## src/rtl/pio_seq_pkg.sv

```systemverilog
// Shared types and constants for the parallel I/O hand-off sequencer.
package pio_seq_pkg;

    localparam int LIMIT_W   = 16;
    localparam int CFG_IDX_W = 2;
    localparam int PHASE_W   = 4;
    localparam int SIG_W     = 5;

    typedef logic [PHASE_W-1:0] t_phase;
    typedef logic [LIMIT_W-1:0] t_limit;

    // configuration register indexes
    localparam logic [CFG_IDX_W-1:0] CFG_LIMIT_REQ_ON    = 2'd0;
    localparam logic [CFG_IDX_W-1:0] CFG_LIMIT_READY_ON  = 2'd1;
    localparam logic [CFG_IDX_W-1:0] CFG_LIMIT_CARRIER   = 2'd2;
    localparam logic [CFG_IDX_W-1:0] CFG_LIMIT_READY_OFF = 2'd3;

    localparam t_limit RST_LIMIT_REQ_ON    = 16'd200;
    localparam t_limit RST_LIMIT_READY_ON  = 16'd200;
    localparam t_limit RST_LIMIT_CARRIER   = 16'd6000;
    localparam t_limit RST_LIMIT_READY_OFF = 16'd200;

    // sequence steps
    localparam t_phase PH_IDLE           = 4'd0;
    localparam t_phase PH_RAISE_CS       = 4'd1;
    localparam t_phase PH_RAISE_VALID    = 4'd2;
    localparam t_phase PH_WAIT_REQ       = 4'd3;
    localparam t_phase PH_RAISE_TR       = 4'd4;
    localparam t_phase PH_WAIT_READY     = 4'd5;
    localparam t_phase PH_RAISE_BUSY     = 4'd6;
    localparam t_phase PH_WAIT_CARRIER   = 4'd7;
    localparam t_phase PH_DROP_BUSY      = 4'd8;
    localparam t_phase PH_COMPLETE       = 4'd9;
    localparam t_phase PH_SPARE_A        = 4'd10;
    localparam t_phase PH_WAIT_READY_OFF = 4'd11;
    localparam t_phase PH_RELEASE        = 4'd12;
    localparam t_phase PH_DONE           = 4'd13;
    localparam t_phase PH_ALARM          = 4'd14;
    localparam t_phase PH_SPARE_B        = 4'd15;

    // bit positions in the signal level vector
    localparam int SIG_VALID = 0;
    localparam int SIG_CS    = 1;
    localparam int SIG_TR    = 2;
    localparam int SIG_BUSY  = 3;
    localparam int SIG_COMPT = 4;

    typedef struct packed {
        t_limit req_on;
        t_limit ready_on;
        t_limit carrier;
        t_limit ready_off;
    } t_limits;

    typedef struct packed {
        logic load_start_n;
        logic unload_start_n;
        logic load_request_n;
        logic unload_request_n;
        logic partner_ready_n;
    } t_in_item;

    typedef struct packed {
        logic   valid_out;
        logic   carrier_select_out;
        logic   transfer_request_out;
        logic   busy_out;
        logic   complete_out;
        t_phase phase_out;
        logic   active_out;
    } t_out_item;

endpackage

```

## src/rtl/pio_seq_if.sv

```systemverilog
// Valid/ready channel interfaces for sequencer input and result items.
interface pio_seq_in_if;
    logic valid;
    logic ready;
    logic load_start_n;
    logic unload_start_n;
    logic load_request_n;
    logic unload_request_n;
    logic partner_ready_n;

    modport source (
        output valid, load_start_n, unload_start_n, load_request_n,
               unload_request_n, partner_ready_n,
        input  ready
    );
    modport sink (
        input  valid, load_start_n, unload_start_n, load_request_n,
               unload_request_n, partner_ready_n,
        output ready
    );
endinterface

interface pio_seq_out_if;
    logic       valid;
    logic       ready;
    logic       valid_out;
    logic       carrier_select_out;
    logic       transfer_request_out;
    logic       busy_out;
    logic       complete_out;
    logic [3:0] phase_out;
    logic       active_out;

    modport source (
        output valid, valid_out, carrier_select_out, transfer_request_out,
               busy_out, complete_out, phase_out, active_out,
        input  ready
    );
    modport sink (
        input  valid, valid_out, carrier_select_out, transfer_request_out,
               busy_out, complete_out, phase_out, active_out,
        output ready
    );
endinterface

```

## src/rtl/pio_seq_cfg.sv

```systemverilog
// Timeout limit registers with a plain write port.
module pio_seq_cfg (
    input  logic                               i_clk,
    input  logic                               i_rst_n,
    input  logic                               i_we,
    input  logic [pio_seq_pkg::CFG_IDX_W-1:0]  i_idx,
    input  logic [pio_seq_pkg::LIMIT_W-1:0]    i_data,
    output pio_seq_pkg::t_limits               o_limits
);
    import pio_seq_pkg::*;

    t_limits r_limits;

    always_ff @(posedge i_clk) begin
        if (!i_rst_n) begin
            r_limits.req_on    <= RST_LIMIT_REQ_ON;
            r_limits.ready_on  <= RST_LIMIT_READY_ON;
            r_limits.carrier   <= RST_LIMIT_CARRIER;
            r_limits.ready_off <= RST_LIMIT_READY_OFF;
        end else if (i_we) begin
            case (i_idx)
                CFG_LIMIT_REQ_ON:    r_limits.req_on    <= i_data;
                CFG_LIMIT_READY_ON:  r_limits.ready_on  <= i_data;
                CFG_LIMIT_CARRIER:   r_limits.carrier   <= i_data;
                CFG_LIMIT_READY_OFF: r_limits.ready_off <= i_data;
                default: ;
            endcase
        end
    end

    assign o_limits = r_limits;
endmodule

```

## src/rtl/pio_seq_core.sv

```systemverilog
// Sequencer state registers and the one-tick next-state logic.
module pio_seq_core #(
    parameter int TickBits = 16
) (
    input  logic                   i_clk,
    input  logic                   i_rst_n,
    input  logic                   i_accept,
    input  pio_seq_pkg::t_in_item  i_item,
    input  pio_seq_pkg::t_limits   i_limits,
    output pio_seq_pkg::t_out_item o_result
);
    import pio_seq_pkg::*;

    localparam int CmpW = (TickBits > LIMIT_W) ? TickBits : LIMIT_W;

    t_phase              r_phase,  n_phase;
    logic [TickBits-1:0] r_ticks,  n_ticks;
    logic                r_active, n_active;
    logic [SIG_W-1:0]    r_sig,    n_sig;

    logic                load_on, unload_on, lreq_on, ureq_on, ready_on;
    logic [TickBits-1:0] ticks_inc;
    t_limit              cur_limit;
    logic                timeout;

    assign load_on   = !i_item.load_start_n;
    assign unload_on = !i_item.unload_start_n;
    assign lreq_on   = !i_item.load_request_n;
    assign ureq_on   = !i_item.unload_request_n;
    assign ready_on  = !i_item.partner_ready_n;

    // limit of the wait step in progress; count wraps at the counter width
    always_comb begin
        case (r_phase)
            PH_WAIT_REQ:       cur_limit = i_limits.req_on;
            PH_WAIT_READY:     cur_limit = i_limits.ready_on;
            PH_WAIT_CARRIER:   cur_limit = i_limits.carrier;
            PH_WAIT_READY_OFF: cur_limit = i_limits.ready_off;
            default:           cur_limit = i_limits.req_on;
        endcase
    end

    assign ticks_inc = r_ticks + 1'b1;
    assign timeout   = CmpW'(ticks_inc) > CmpW'(cur_limit);

    always_comb begin
        n_phase  = r_phase;
        n_ticks  = r_ticks;
        n_active = r_active;
        n_sig    = r_sig;
        if (i_accept) begin
            if (load_on || unload_on) begin
                if (!r_active) begin
                    n_active = 1'b1;
                    n_ticks  = '0;
                    n_phase  = PH_RAISE_CS;
                end
            end else if (r_active) begin
                n_active = 1'b0;
                n_sig    = '0;
            end

            if (n_active) begin
                case (n_phase)
                    PH_RAISE_CS: begin
                        if (r_sig[SIG_CS]) n_phase = PH_RAISE_VALID;
                        else n_sig[SIG_CS] = 1'b1;
                    end
                    PH_RAISE_VALID: begin
                        if (r_sig[SIG_VALID]) n_phase = PH_WAIT_REQ;
                        else n_sig[SIG_VALID] = 1'b1;
                    end
                    PH_WAIT_REQ: begin
                        if ((load_on && lreq_on) || (unload_on && ureq_on))
                            n_phase = PH_RAISE_TR;
                        n_ticks = ticks_inc;
                        if (timeout) n_phase = PH_ALARM;
                    end
                    PH_RAISE_TR: begin
                        if (r_sig[SIG_TR]) begin
                            n_ticks = '0;
                            n_phase = PH_WAIT_READY;
                        end else begin
                            n_sig[SIG_TR] = 1'b1;
                        end
                    end
                    PH_WAIT_READY: begin
                        if (ready_on) n_phase = PH_RAISE_BUSY;
                        n_ticks = ticks_inc;
                        if (timeout) n_phase = PH_ALARM;
                    end
                    PH_RAISE_BUSY: begin
                        if (r_sig[SIG_BUSY]) begin
                            n_ticks = '0;
                            n_phase = PH_WAIT_CARRIER;
                        end else begin
                            n_sig[SIG_BUSY] = 1'b1;
                        end
                    end
                    PH_WAIT_CARRIER: begin
                        if ((load_on && !lreq_on) || (unload_on && !ureq_on))
                            n_phase = PH_DROP_BUSY;
                        n_ticks = ticks_inc;
                        if (timeout) n_phase = PH_ALARM;
                    end
                    PH_DROP_BUSY: begin
                        if (r_sig[SIG_BUSY]) n_sig[SIG_BUSY] = 1'b0;
                        else n_phase = PH_COMPLETE;
                    end
                    PH_COMPLETE: begin
                        if (r_sig[SIG_TR]) begin
                            n_sig[SIG_TR] = 1'b0;
                        end else if (!r_sig[SIG_COMPT]) begin
                            n_sig[SIG_COMPT] = 1'b1;
                        end else begin
                            n_ticks = '0;
                            n_phase = PH_WAIT_READY_OFF;
                        end
                    end
                    PH_WAIT_READY_OFF: begin
                        if (!ready_on) n_phase = PH_RELEASE;
                        n_ticks = ticks_inc;
                        if (timeout) n_phase = PH_ALARM;
                    end
                    PH_RELEASE: begin
                        if (r_sig[SIG_VALID] || r_sig[SIG_COMPT] || r_sig[SIG_CS]) begin
                            n_sig[SIG_VALID] = 1'b0;
                            n_sig[SIG_COMPT] = 1'b0;
                            n_sig[SIG_CS]    = 1'b0;
                        end else begin
                            n_phase = PH_DONE;
                        end
                    end
                    PH_DONE: ;
                    // alarm and the unused codes hold every line off
                    default: n_sig = '0;
                endcase
            end
        end
    end

    always_ff @(posedge i_clk) begin
        if (!i_rst_n) begin
            r_phase  <= PH_IDLE;
            r_ticks  <= '0;
            r_active <= 1'b0;
            r_sig    <= '0;
        end else begin
            r_phase  <= n_phase;
            r_ticks  <= n_ticks;
            r_active <= n_active;
            r_sig    <= n_sig;
        end
    end

    always_comb begin
        o_result.valid_out            = n_sig[SIG_VALID];
        o_result.carrier_select_out   = n_sig[SIG_CS];
        o_result.transfer_request_out = n_sig[SIG_TR];
        o_result.busy_out             = n_sig[SIG_BUSY];
        o_result.complete_out         = n_sig[SIG_COMPT];
        o_result.phase_out            = n_phase;
        o_result.active_out           = n_active;
    end
endmodule

```

## src/rtl/pio_seq_oreg.sv

```systemverilog
// Result register that decouples the input handshake from the output side.
module pio_seq_oreg (
    input  logic                   i_clk,
    input  logic                   i_rst_n,
    input  logic                   i_in_valid,
    output logic                   o_in_ready,
    output logic                   o_accept,
    input  pio_seq_pkg::t_out_item i_result,
    output logic                   o_out_valid,
    input  logic                   i_out_ready,
    output pio_seq_pkg::t_out_item o_item
);
    import pio_seq_pkg::*;

    logic      r_valid, n_valid;
    t_out_item r_item;

    assign o_in_ready = !r_valid || i_out_ready;
    assign o_accept   = i_in_valid && o_in_ready;

    always_comb begin
        n_valid = r_valid;
        if (o_accept) n_valid = 1'b1;
        else if (i_out_ready) n_valid = 1'b0;
    end

    always_ff @(posedge i_clk) begin
        if (!i_rst_n) begin
            r_valid <= 1'b0;
        end else begin
            r_valid <= n_valid;
        end
    end

    always_ff @(posedge i_clk) begin
        if (o_accept) begin
            r_item <= i_result;
        end
    end

    assign o_out_valid = r_valid;
    assign o_item      = r_item;
endmodule

```

## src/rtl/parallel_io_handoff_active_sequencer_top.sv

```systemverilog
// Top level: active-side carrier hand-off sequencer, one item per tick.
// A result item is registered and valid the cycle after its input item is accepted.
// Throughput: one item per cycle while the result side takes results; the state update is a single registered step.
// The input side keeps taking items while a result waits, as long as that
// result is taken in the same cycle (result register with ready pass-through).
// Reset (i_rst_n low, synchronous): step idle, session off, all lines off,
// tick counter zero, limits back to 200/200/6000/200 ticks.
module parallel_io_handoff_active_sequencer_top #(
    parameter int TICK_COUNT_BITS = 16
) (
    input  logic                              i_clk,
    input  logic                              i_rst_n,
    pio_seq_in_if.sink                        i_in,
    pio_seq_out_if.source                     o_out,
    input  logic                              i_cfg_we,
    input  logic [pio_seq_pkg::CFG_IDX_W-1:0] i_cfg_idx,
    input  logic [pio_seq_pkg::LIMIT_W-1:0]   i_cfg_data
);
    import pio_seq_pkg::*;

    t_limits   limits;
    t_in_item  in_item;
    t_out_item result;
    t_out_item out_item;
    logic      accept;
    logic      in_ready;
    logic      out_valid;

    // Pack the input lines; all handshake lines are active low.
    always_comb begin
        in_item.load_start_n     = i_in.load_start_n;
        in_item.unload_start_n   = i_in.unload_start_n;
        in_item.load_request_n   = i_in.load_request_n;
        in_item.unload_request_n = i_in.unload_request_n;
        in_item.partner_ready_n  = i_in.partner_ready_n;
    end

    // Four timeout limits; to be written only while the block is idle, which the block does not enforce.
    pio_seq_cfg u_cfg (
        .i_clk    (i_clk),
        .i_rst_n  (i_rst_n),
        .i_we     (i_cfg_we),
        .i_idx    (i_cfg_idx),
        .i_data   (i_cfg_data),
        .o_limits (limits)
    );

    // Step sequencer: advances only on an accepted item (one tick).
    pio_seq_core #(
        .TickBits (TICK_COUNT_BITS)
    ) u_core (
        .i_clk    (i_clk),
        .i_rst_n  (i_rst_n),
        .i_accept (accept),
        .i_item   (in_item),
        .i_limits (limits),
        .o_result (result)
    );

    // Result register; its ready drives the input channel's ready.
    pio_seq_oreg u_oreg (
        .i_clk       (i_clk),
        .i_rst_n     (i_rst_n),
        .i_in_valid  (i_in.valid),
        .o_in_ready  (in_ready),
        .o_accept    (accept),
        .i_result    (result),
        .o_out_valid (out_valid),
        .i_out_ready (o_out.ready),
        .o_item      (out_item)
    );

    assign i_in.ready                 = in_ready;
    assign o_out.valid                = out_valid;
    assign o_out.valid_out            = out_item.valid_out;
    assign o_out.carrier_select_out   = out_item.carrier_select_out;
    assign o_out.transfer_request_out = out_item.transfer_request_out;
    assign o_out.busy_out             = out_item.busy_out;
    assign o_out.complete_out         = out_item.complete_out;
    assign o_out.phase_out            = out_item.phase_out;
    assign o_out.active_out           = out_item.active_out;
endmodule

```

## src/flat_wrapper.sv

```systemverilog
// flat-port wrapper written by rule: the top's interface ports become plain ports
module parallel_io_handoff_active_sequencer_top_flat import pio_seq_pkg::*;
#(
    parameter int TICK_COUNT_BITS = 16
)
  (i_clk, i_rst_n, i_cfg_we, i_cfg_idx, i_cfg_data, i_in_valid, i_in_load_start_n, i_in_unload_start_n, i_in_load_request_n, i_in_unload_request_n, i_in_partner_ready_n, i_in_ready, o_out_valid, o_out_valid_out, o_out_carrier_select_out, o_out_transfer_request_out, o_out_busy_out, o_out_complete_out, o_out_phase_out, o_out_active_out, o_out_ready);
  pio_seq_in_if i_in_i ();
  pio_seq_out_if o_out_i ();
  input  logic i_clk;
  input  logic i_rst_n;
  input  logic i_cfg_we;
  input  logic [pio_seq_pkg::CFG_IDX_W-1:0] i_cfg_idx;
  input  logic [pio_seq_pkg::LIMIT_W-1:0] i_cfg_data;
  input wire logic [$bits(i_in_i.valid)-1:0] i_in_valid;
  input wire logic [$bits(i_in_i.load_start_n)-1:0] i_in_load_start_n;
  input wire logic [$bits(i_in_i.unload_start_n)-1:0] i_in_unload_start_n;
  input wire logic [$bits(i_in_i.load_request_n)-1:0] i_in_load_request_n;
  input wire logic [$bits(i_in_i.unload_request_n)-1:0] i_in_unload_request_n;
  input wire logic [$bits(i_in_i.partner_ready_n)-1:0] i_in_partner_ready_n;
  output wire logic [$bits(i_in_i.ready)-1:0] i_in_ready;
  output wire logic [$bits(o_out_i.valid)-1:0] o_out_valid;
  output wire logic [$bits(o_out_i.valid_out)-1:0] o_out_valid_out;
  output wire logic [$bits(o_out_i.carrier_select_out)-1:0] o_out_carrier_select_out;
  output wire logic [$bits(o_out_i.transfer_request_out)-1:0] o_out_transfer_request_out;
  output wire logic [$bits(o_out_i.busy_out)-1:0] o_out_busy_out;
  output wire logic [$bits(o_out_i.complete_out)-1:0] o_out_complete_out;
  output wire logic [$bits(o_out_i.phase_out)-1:0] o_out_phase_out;
  output wire logic [$bits(o_out_i.active_out)-1:0] o_out_active_out;
  input wire logic [$bits(o_out_i.ready)-1:0] o_out_ready;
  assign i_in_i.valid = i_in_valid;
  assign i_in_i.load_start_n = i_in_load_start_n;
  assign i_in_i.unload_start_n = i_in_unload_start_n;
  assign i_in_i.load_request_n = i_in_load_request_n;
  assign i_in_i.unload_request_n = i_in_unload_request_n;
  assign i_in_i.partner_ready_n = i_in_partner_ready_n;
  assign i_in_ready = i_in_i.ready;
  assign o_out_valid = o_out_i.valid;
  assign o_out_valid_out = o_out_i.valid_out;
  assign o_out_carrier_select_out = o_out_i.carrier_select_out;
  assign o_out_transfer_request_out = o_out_i.transfer_request_out;
  assign o_out_busy_out = o_out_i.busy_out;
  assign o_out_complete_out = o_out_i.complete_out;
  assign o_out_phase_out = o_out_i.phase_out;
  assign o_out_active_out = o_out_i.active_out;
  assign o_out_i.ready = o_out_ready;
  parallel_io_handoff_active_sequencer_top #(.TICK_COUNT_BITS(TICK_COUNT_BITS)) u_core (.i_clk(i_clk), .i_rst_n(i_rst_n), .i_in(i_in_i), .o_out(o_out_i), .i_cfg_we(i_cfg_we), .i_cfg_idx(i_cfg_idx), .i_cfg_data(i_cfg_data));
endmodule
```

## config.mk

```make
export PLATFORM = sky130hd
export DESIGN_NAME = parallel_io_handoff_active_sequencer_top_flat
export DESIGN_NICKNAME = d
export VERILOG_FILES = /design/src/rtl/pio_seq_pkg.sv /design/src/rtl/pio_seq_if.sv /design/src/rtl/pio_seq_cfg.sv /design/src/rtl/pio_seq_core.sv /design/src/rtl/pio_seq_oreg.sv /design/src/rtl/parallel_io_handoff_active_sequencer_top.sv /design/src/flat_wrapper.sv
export SDC_FILE = /design/constraint.sdc
export NUM_CORES = 1
export LEC_CHECK = 0
export ABC_AREA = 1
export BUFFER_PORTS_ARGS = -buffer_cell sky130_fd_sc_hd__buf_2
export CORE_MARGIN = 1
export CORE_UTILIZATION = 65
export CTS_CLUSTER_SIZE = 30
export DETAILED_ROUTE_END_ITERATION = 12
export PLACE_DENSITY_LB_ADDON = 0.3
export RECOVER_POWER = 100
export SLEW_MARGIN = 5
export SYNTH_ARGS = -nofsm -noshare
export SYNTH_HDL_FRONTEND = slang
export SYNTH_HIERARCHICAL = 1
export SYNTH_SLANG_ARGS = --single-unit
export TNS_END_PERCENT = 30
```

## constraint.sdc

```tcl
create_clock -name i_clk -period 7.8 [get_ports i_clk]
set_input_delay 1.17 -clock i_clk [delete_from_list [all_inputs] [get_ports i_clk]]
set_output_delay 1.17 -clock i_clk [all_outputs]
set_load 0.02 [all_outputs]
```

-- Word level (Yosys, flattened, before mapping)
Cells that the tools add are included.
- add/subtract/negate cells: 1
- magnitude comparators: 1
- equal/unequal tests: 18
- multiplexer cells: 55
- reductions and logical operators: 28
- operators by type and width (kind ; number):
    2-to-1 mux 16 bit ; 7
    2-to-1 mux 4 bit ; 21
    case mux 16 bit (4 select lines) ; 1
    OR reduction 10 bit ; 5
    case mux 16 bit (3 select lines) ; 1
    case mux 4 bit (11 select lines) ; 1
    equality test 4 x 3 -> 1 bit, second input constant ; 6
    equality test 4 bit, second input constant ; 6
    2-to-1 mux 5 bit ; 4
    adder 16 x 1 -> 16 bit, second input constant ; 1
    > comparator 16 bit ; 1
    case mux 1 bit (3 select lines) ; 5
    2-to-1 mux 1 bit ; 14
    equality test 4 x 2 -> 1 bit, second input constant ; 2
    AND reduction 2 bit ; 4
    logical OR 1 bit ; 6
    logical AND 1 bit ; 5
    zero test 1 bit ; 5
    equality test 2 bit, second input constant ; 2
    equality test 4 x 1 -> 1 bit, second input constant ; 1
    OR reduction 4 bit ; 1
    equality test 2 x 1 -> 1 bit, second input constant ; 1
    zero test 2 bit ; 1
    2-to-1 mux 2 bit ; 1
    nonzero test 2 bit ; 1
- flip-flop bits (word level): 101
- bits of input ports: 28
- output and inout bits: 12
- word-level logic and storage cells: 119

-- Longest topological paths before layout
- depth in word-level cells: 9
- depth in mapped cells: 28
- mapped depth without buffers: 26

-- By module
Netlist, hierarchy kept.
- modules (own cells, without submodules) (module ; times used ; cells each ; area an instance (µm²) ; sequential area each (µm²)):
    pio_seq_core ; 1 ; 464 ; 2942.8 ; 520.5
    pio_seq_cfg ; 1 ; 385 ; 2580.0 ; 1281.2
    pio_seq_oreg ; 1 ; 17 ; 351.6 ; 320.3

-- Least setup slack after synthesis
No wires, ideal clock.
- path type: input port to flip-flop
- start: input i_in_valid
- end: register u_core.u_oreg.r_item, in the netlist u_core/u_oreg/o_item[6] (data pin)
- setup time: 251 ps
- data arrival time: 2770 ps
- data required time: 7549 ps
- setup slack: 4779 ps
- stages on the path: 9
- path buffers: 0
- cells stage by stage: inv_1 -> a21oi_1 -> inv_1 -> nor2_1 -> inv_1 -> nor2_1 -> nand3_1 -> nand2_1 -> inv_1
- RTL lines (item ; line ; RTL):
    start, declared ; flat_wrapper.sv:14 ; input wire logic [$bits(i_in_i.valid)-1:0] i_in_valid;
    end signal, assigned ; pio_seq_oreg.sv:37 ; r_item <= i_result;
    end, declared ; pio_seq_oreg.sv:16 ; t_out_item r_item;

-- Worst setup path in the final report
- start: input i_rst_n
- end: register u_core.u_core.r_ticks[7]
- RTL lines (item ; line ; RTL):
    start, declared ; flat_wrapper.sv:10 ; input logic i_rst_n;
    end signal, assigned ; pio_seq_core.sv:150 ; r_ticks <= n_ticks;
    end, declared ; pio_seq_core.sv:17 ; logic [TickBits-1:0] r_ticks, n_ticks;
No word-level cell between the ends.

==> results.py <==
metrics = {
    "layout": {
        "nets": 925,
        "n_fill_cell": 730,
        "n_antenna_cell": 0,
        "final_layout_size_suffix_gt1_share_pct": 10.6,
        "syn_to_final_growth_pct": 5.07,
    },
    "detailed_routing": {
        "wl_per_cell_um": 14.3,
        "ant_nets": 0,
        "drt-pass1-iter-count": 5,
        "wirelength_um": 14200,
        "drc": 0,
        "drtIter0Drc": 324,
        "via_per_inst": 5.63,
        "dr_total_vias": 5588,
    },
    "grt": {
        "grtUsageMet2_pct": 52.1,
        "grt_pass1_vias": 5217,
        "gr-max-usage-layer": "met2",
        "antenna_found_initial": 0,
        "grt_start_max_net_pins": 72,
        "grt_overflow": 0,
        "use_met1_pct": 39.2,
        "grt_pass1_wl_um": 24000,
        "track_usage_pct": 31.1,
        "met3_usage_pct": 5.61,
    },
    "floorplanning": {
        "die_area_mm2": 0.00942,
        "row_count": 34,
        "start_util_pct": 67.4,
        "io_pins": 40,
        "die_h_um": 97.1,
        "die_w_um": 97.1,
        "core_area_mm2": 0.00872,
    },
    "outcome": {
        "violations": "capacitance limit, slew limit",
        "status": "finished with violations",
    },
    "timing": {
        "fin_crit_ns": 4.87,
        "hold_ws_ns": 0.477,
        "post-route-period-util_pct": 62.5,
        "fmaxAchievable_mhz": 205,
        "skew_ns": 0.0146,
        "final_hold_viol_count": 0,
        "tightest_slew_ns": 3.15,
        "rsz0062_at_grt": "no",
        "setup_tns_ns": 0,
        "max_slew_margin_pct": -110,
        "maxSlewViolCount": 72,
        "setup_viol": 0,
        "timing.final.ws_setup_ns": 2.93,
    },
    "setup_path": {
        "end_kind": "flip-flop",
        "cp.arrival_ns": 5.15,
        "path_max_fanout": 71,
        "critPathRequiredTime_ns": 8.07,
        "startpoint_type": "input port",
        "r2r_slack_ns": 3.51,
        "r2r_start": "u_core/u_core/r_phase[0]$_SDFF_PN0_",
        "reg2reg_depth": 19,
        "r2r-end": "u_core/u_oreg/o_item[3]$_DFFE_PP_",
        "path_class": "in2reg",
    },
    "clock_tree": {
        "ctsLongestPathBuffers": 2,
        "cts_setup_buffers": 0,
        "holdBufCountCts": 0,
        "cts_buffers": 9,
        "ctsResizeCount": 0,
        "cts_tree": "built",
        "clkSlewWorstSetupHoldPaths_ns": 0.11,
        "root_buffer": "clkbuf_8",
        "htree_levels": 3,
        "clk_latency_ns": 0.38,
        "clock-sinks": 101,
    },
    "hold_path": {
        "whs_path_depth": 2,
        "holdPathEnd": "u_core/u_cfg/o_limits[55]$_SDFFE_PN1P_",
        "hold_path.startpoint": "u_core/u_cfg/o_limits[55]$_SDFFE_PN1P_",
        "hold_class": "reg2reg",
    },
    "synth": {
        "ys_seq_area_share_pct": 36.1,
        "yosys-top-cells-count": "nand2_1, nor2_1, inv_1, dfxtp_1, nand3_1",
        "synth_area_per_cell_um2": 6.78,
        "yosys-top-cells-area": "dfxtp_1, nand2_1, nor2_1",
        "synth_area_mm2": 0.00587,
        "synth_top_area_share_pct": 31.0,
        "ys.flop_type": "dfxtp_1",
        "synthCells": 866,
        "ys_ff_latch": 101,
        "yosysTopAreaCell": "dfxtp_1",
        "synth_edf_count": 10,
        "async_flop_share_pct": 0,
        "yosysMostFrequentCell": "nand2_1",
        "synth.distinct_cells": 43,
        "ys_warn_count": 6,
        "synth.net_count": 911,
    },
    "placed_design": {
        "dp_slack_ns": 3.88,
        "portBuffers": 39,
        "gp_congestion": 0.929,
        "dp_hpwl_um": 9840,
    },
    "pwr": {
        "vdd_drop_max_mv": 0.132,
        "p_per_area_mw_per_mm2": 174,
        "leakagePower_nw": 3.04,
    },
    "flow_run": {
        "drv_cap": 1,
    },
}
-- worst max path at each step --
| stage | startpoint | to | slack [ns] | cells after the start |
|---|---|---|---|---|
| detailed placement | u_core/u_core/r_phase[0]$_SDFF_PN0_ | u_core/u_oreg/o_item[3]$_DFFE_PP_ | 3.88 | 19 |
| global placement | u_core/u_core/r_phase[0]$_SDFF_PN0_ | u_core/u_oreg/o_item[3]$_DFFE_PP_ | 4.07 | 19 |
| floorplan | i_in_valid | u_core/u_oreg/o_item[6]$_DFFE_PP_ | 4.78 | 9 |
| global route | i_rst_n | u_core/u_core/r_ticks[1]$_SDFFE_PN0P_ | 2.54 | 4 |
| CTS | u_core/u_core/r_phase[0]$_SDFF_PN0_ | u_core/u_oreg/o_item[3]$_DFFE_PP_ | 3.84 | 19 |
| finish | i_rst_n | u_core/u_core/r_ticks[7]$_SDFFE_PN0P_ | 2.93 | 4 |
-- area by class of cell --
| cell class | instances | area, um^2 | area share (%) |
|---|---|---|---|
| inverters | 110 | 413 | 6.69 |
| repair buffers | 42 | 195 | 3.16 |
| clock inverters | 5 | 53.8 | 0.872 |
| multi-input cells | 616 | 3100 | 50.3 |
| flip-flops and latches | 101 | 2120 | 34.4 |
| clock buffers | 10 | 149 | 2.41 |
| well taps | 108 | 135 | 2.19 |
-- layer usage --
metal	vias up	wire length (um)
met3	37	1030
met1	2554	6030
met4	0	377
li1	2787	-
met2	210	6760
met5	-	0
-- cells in the final DEF (no fill, tap or decap), types with 2 or more instances in the layout --
master,Yosys,final
a21oi_1,37,43
a21oi_2,12,6
a22o_1,15,15
a31oi_1,2,2
buf_2,14,27
clkbuf_1,16,14
clkbuf_8,0,9
clkinv_4,0,2
dfxtp_1,91,91
edfxtp_1,10,10
ha_1,17,17
inv_1,100,102
inv_2,10,8
nand2_1,243,243
nand2_2,16,16
nand2_4,6,6
nand3_1,51,51
nand3_2,2,2
nand4_1,14,14
nor2_1,122,121
nor2_2,1,2
nor2_4,4,4
nor2_8,2,2
nor3_1,7,7
nor4_1,2,2
o211ai_1,3,3
o21ai_0,19,19
o22ai_1,17,17
xnor2_1,5,5
xor2_1,8,8
-- cell families after synthesis --
kind of cell	after synthesis	share of synthesized area, %
fa+ha+maj	17	3.62
buf+inv	149	10.7
flops	101	36.1
simple gates	476	35.7
compound gates	110	11.9
xor+xnor	13	1.94
-- metrics by stage --
step	cells	power, mW	instance area, um^2	util (%)
3_5_place_dp	977	0.744	6020	69.0
5_1_grt	992	1.13	6170	70.8
3_3_place_gp	977	0.739	6020	69.0
6_report	992	1.08	6170	70.8
4_1_cts	992	1.08	6220	71.3
2_1_floorplan	866	0.704	5870	-
-- registers in the layout (all words and copies together), names as in the netlist --
signal,cells
u_core/u_core/r_active,1
u_core/u_cfg/o_limits,64
u_core/u_core/r_phase,4
u_core/u_core/r_sig,5
u_core/u_oreg/o_out_valid,1
u_core/u_core/r_ticks,16
u_core/u_oreg/o_item,10
-- power by group --
| group | internal [mW] | total, mW | switching (mW) |
|---|---|---|---|
| registers | 0.550 | 0.568 | 0.0178 |
| logic | 0.0536 | 0.167 | 0.113 |
| clock network | 0.141 | 0.341 | 0.200 |
| total | 0.745 | 1.08 | 0.331 |
-- worst max-delay path, stage by stage --
cell and delay (ns):
buf_2 0.07, clkbuf_1 2.20, inv_1 1.27, a21oi_1 0.40
Power figures use the tool's default switching activity.
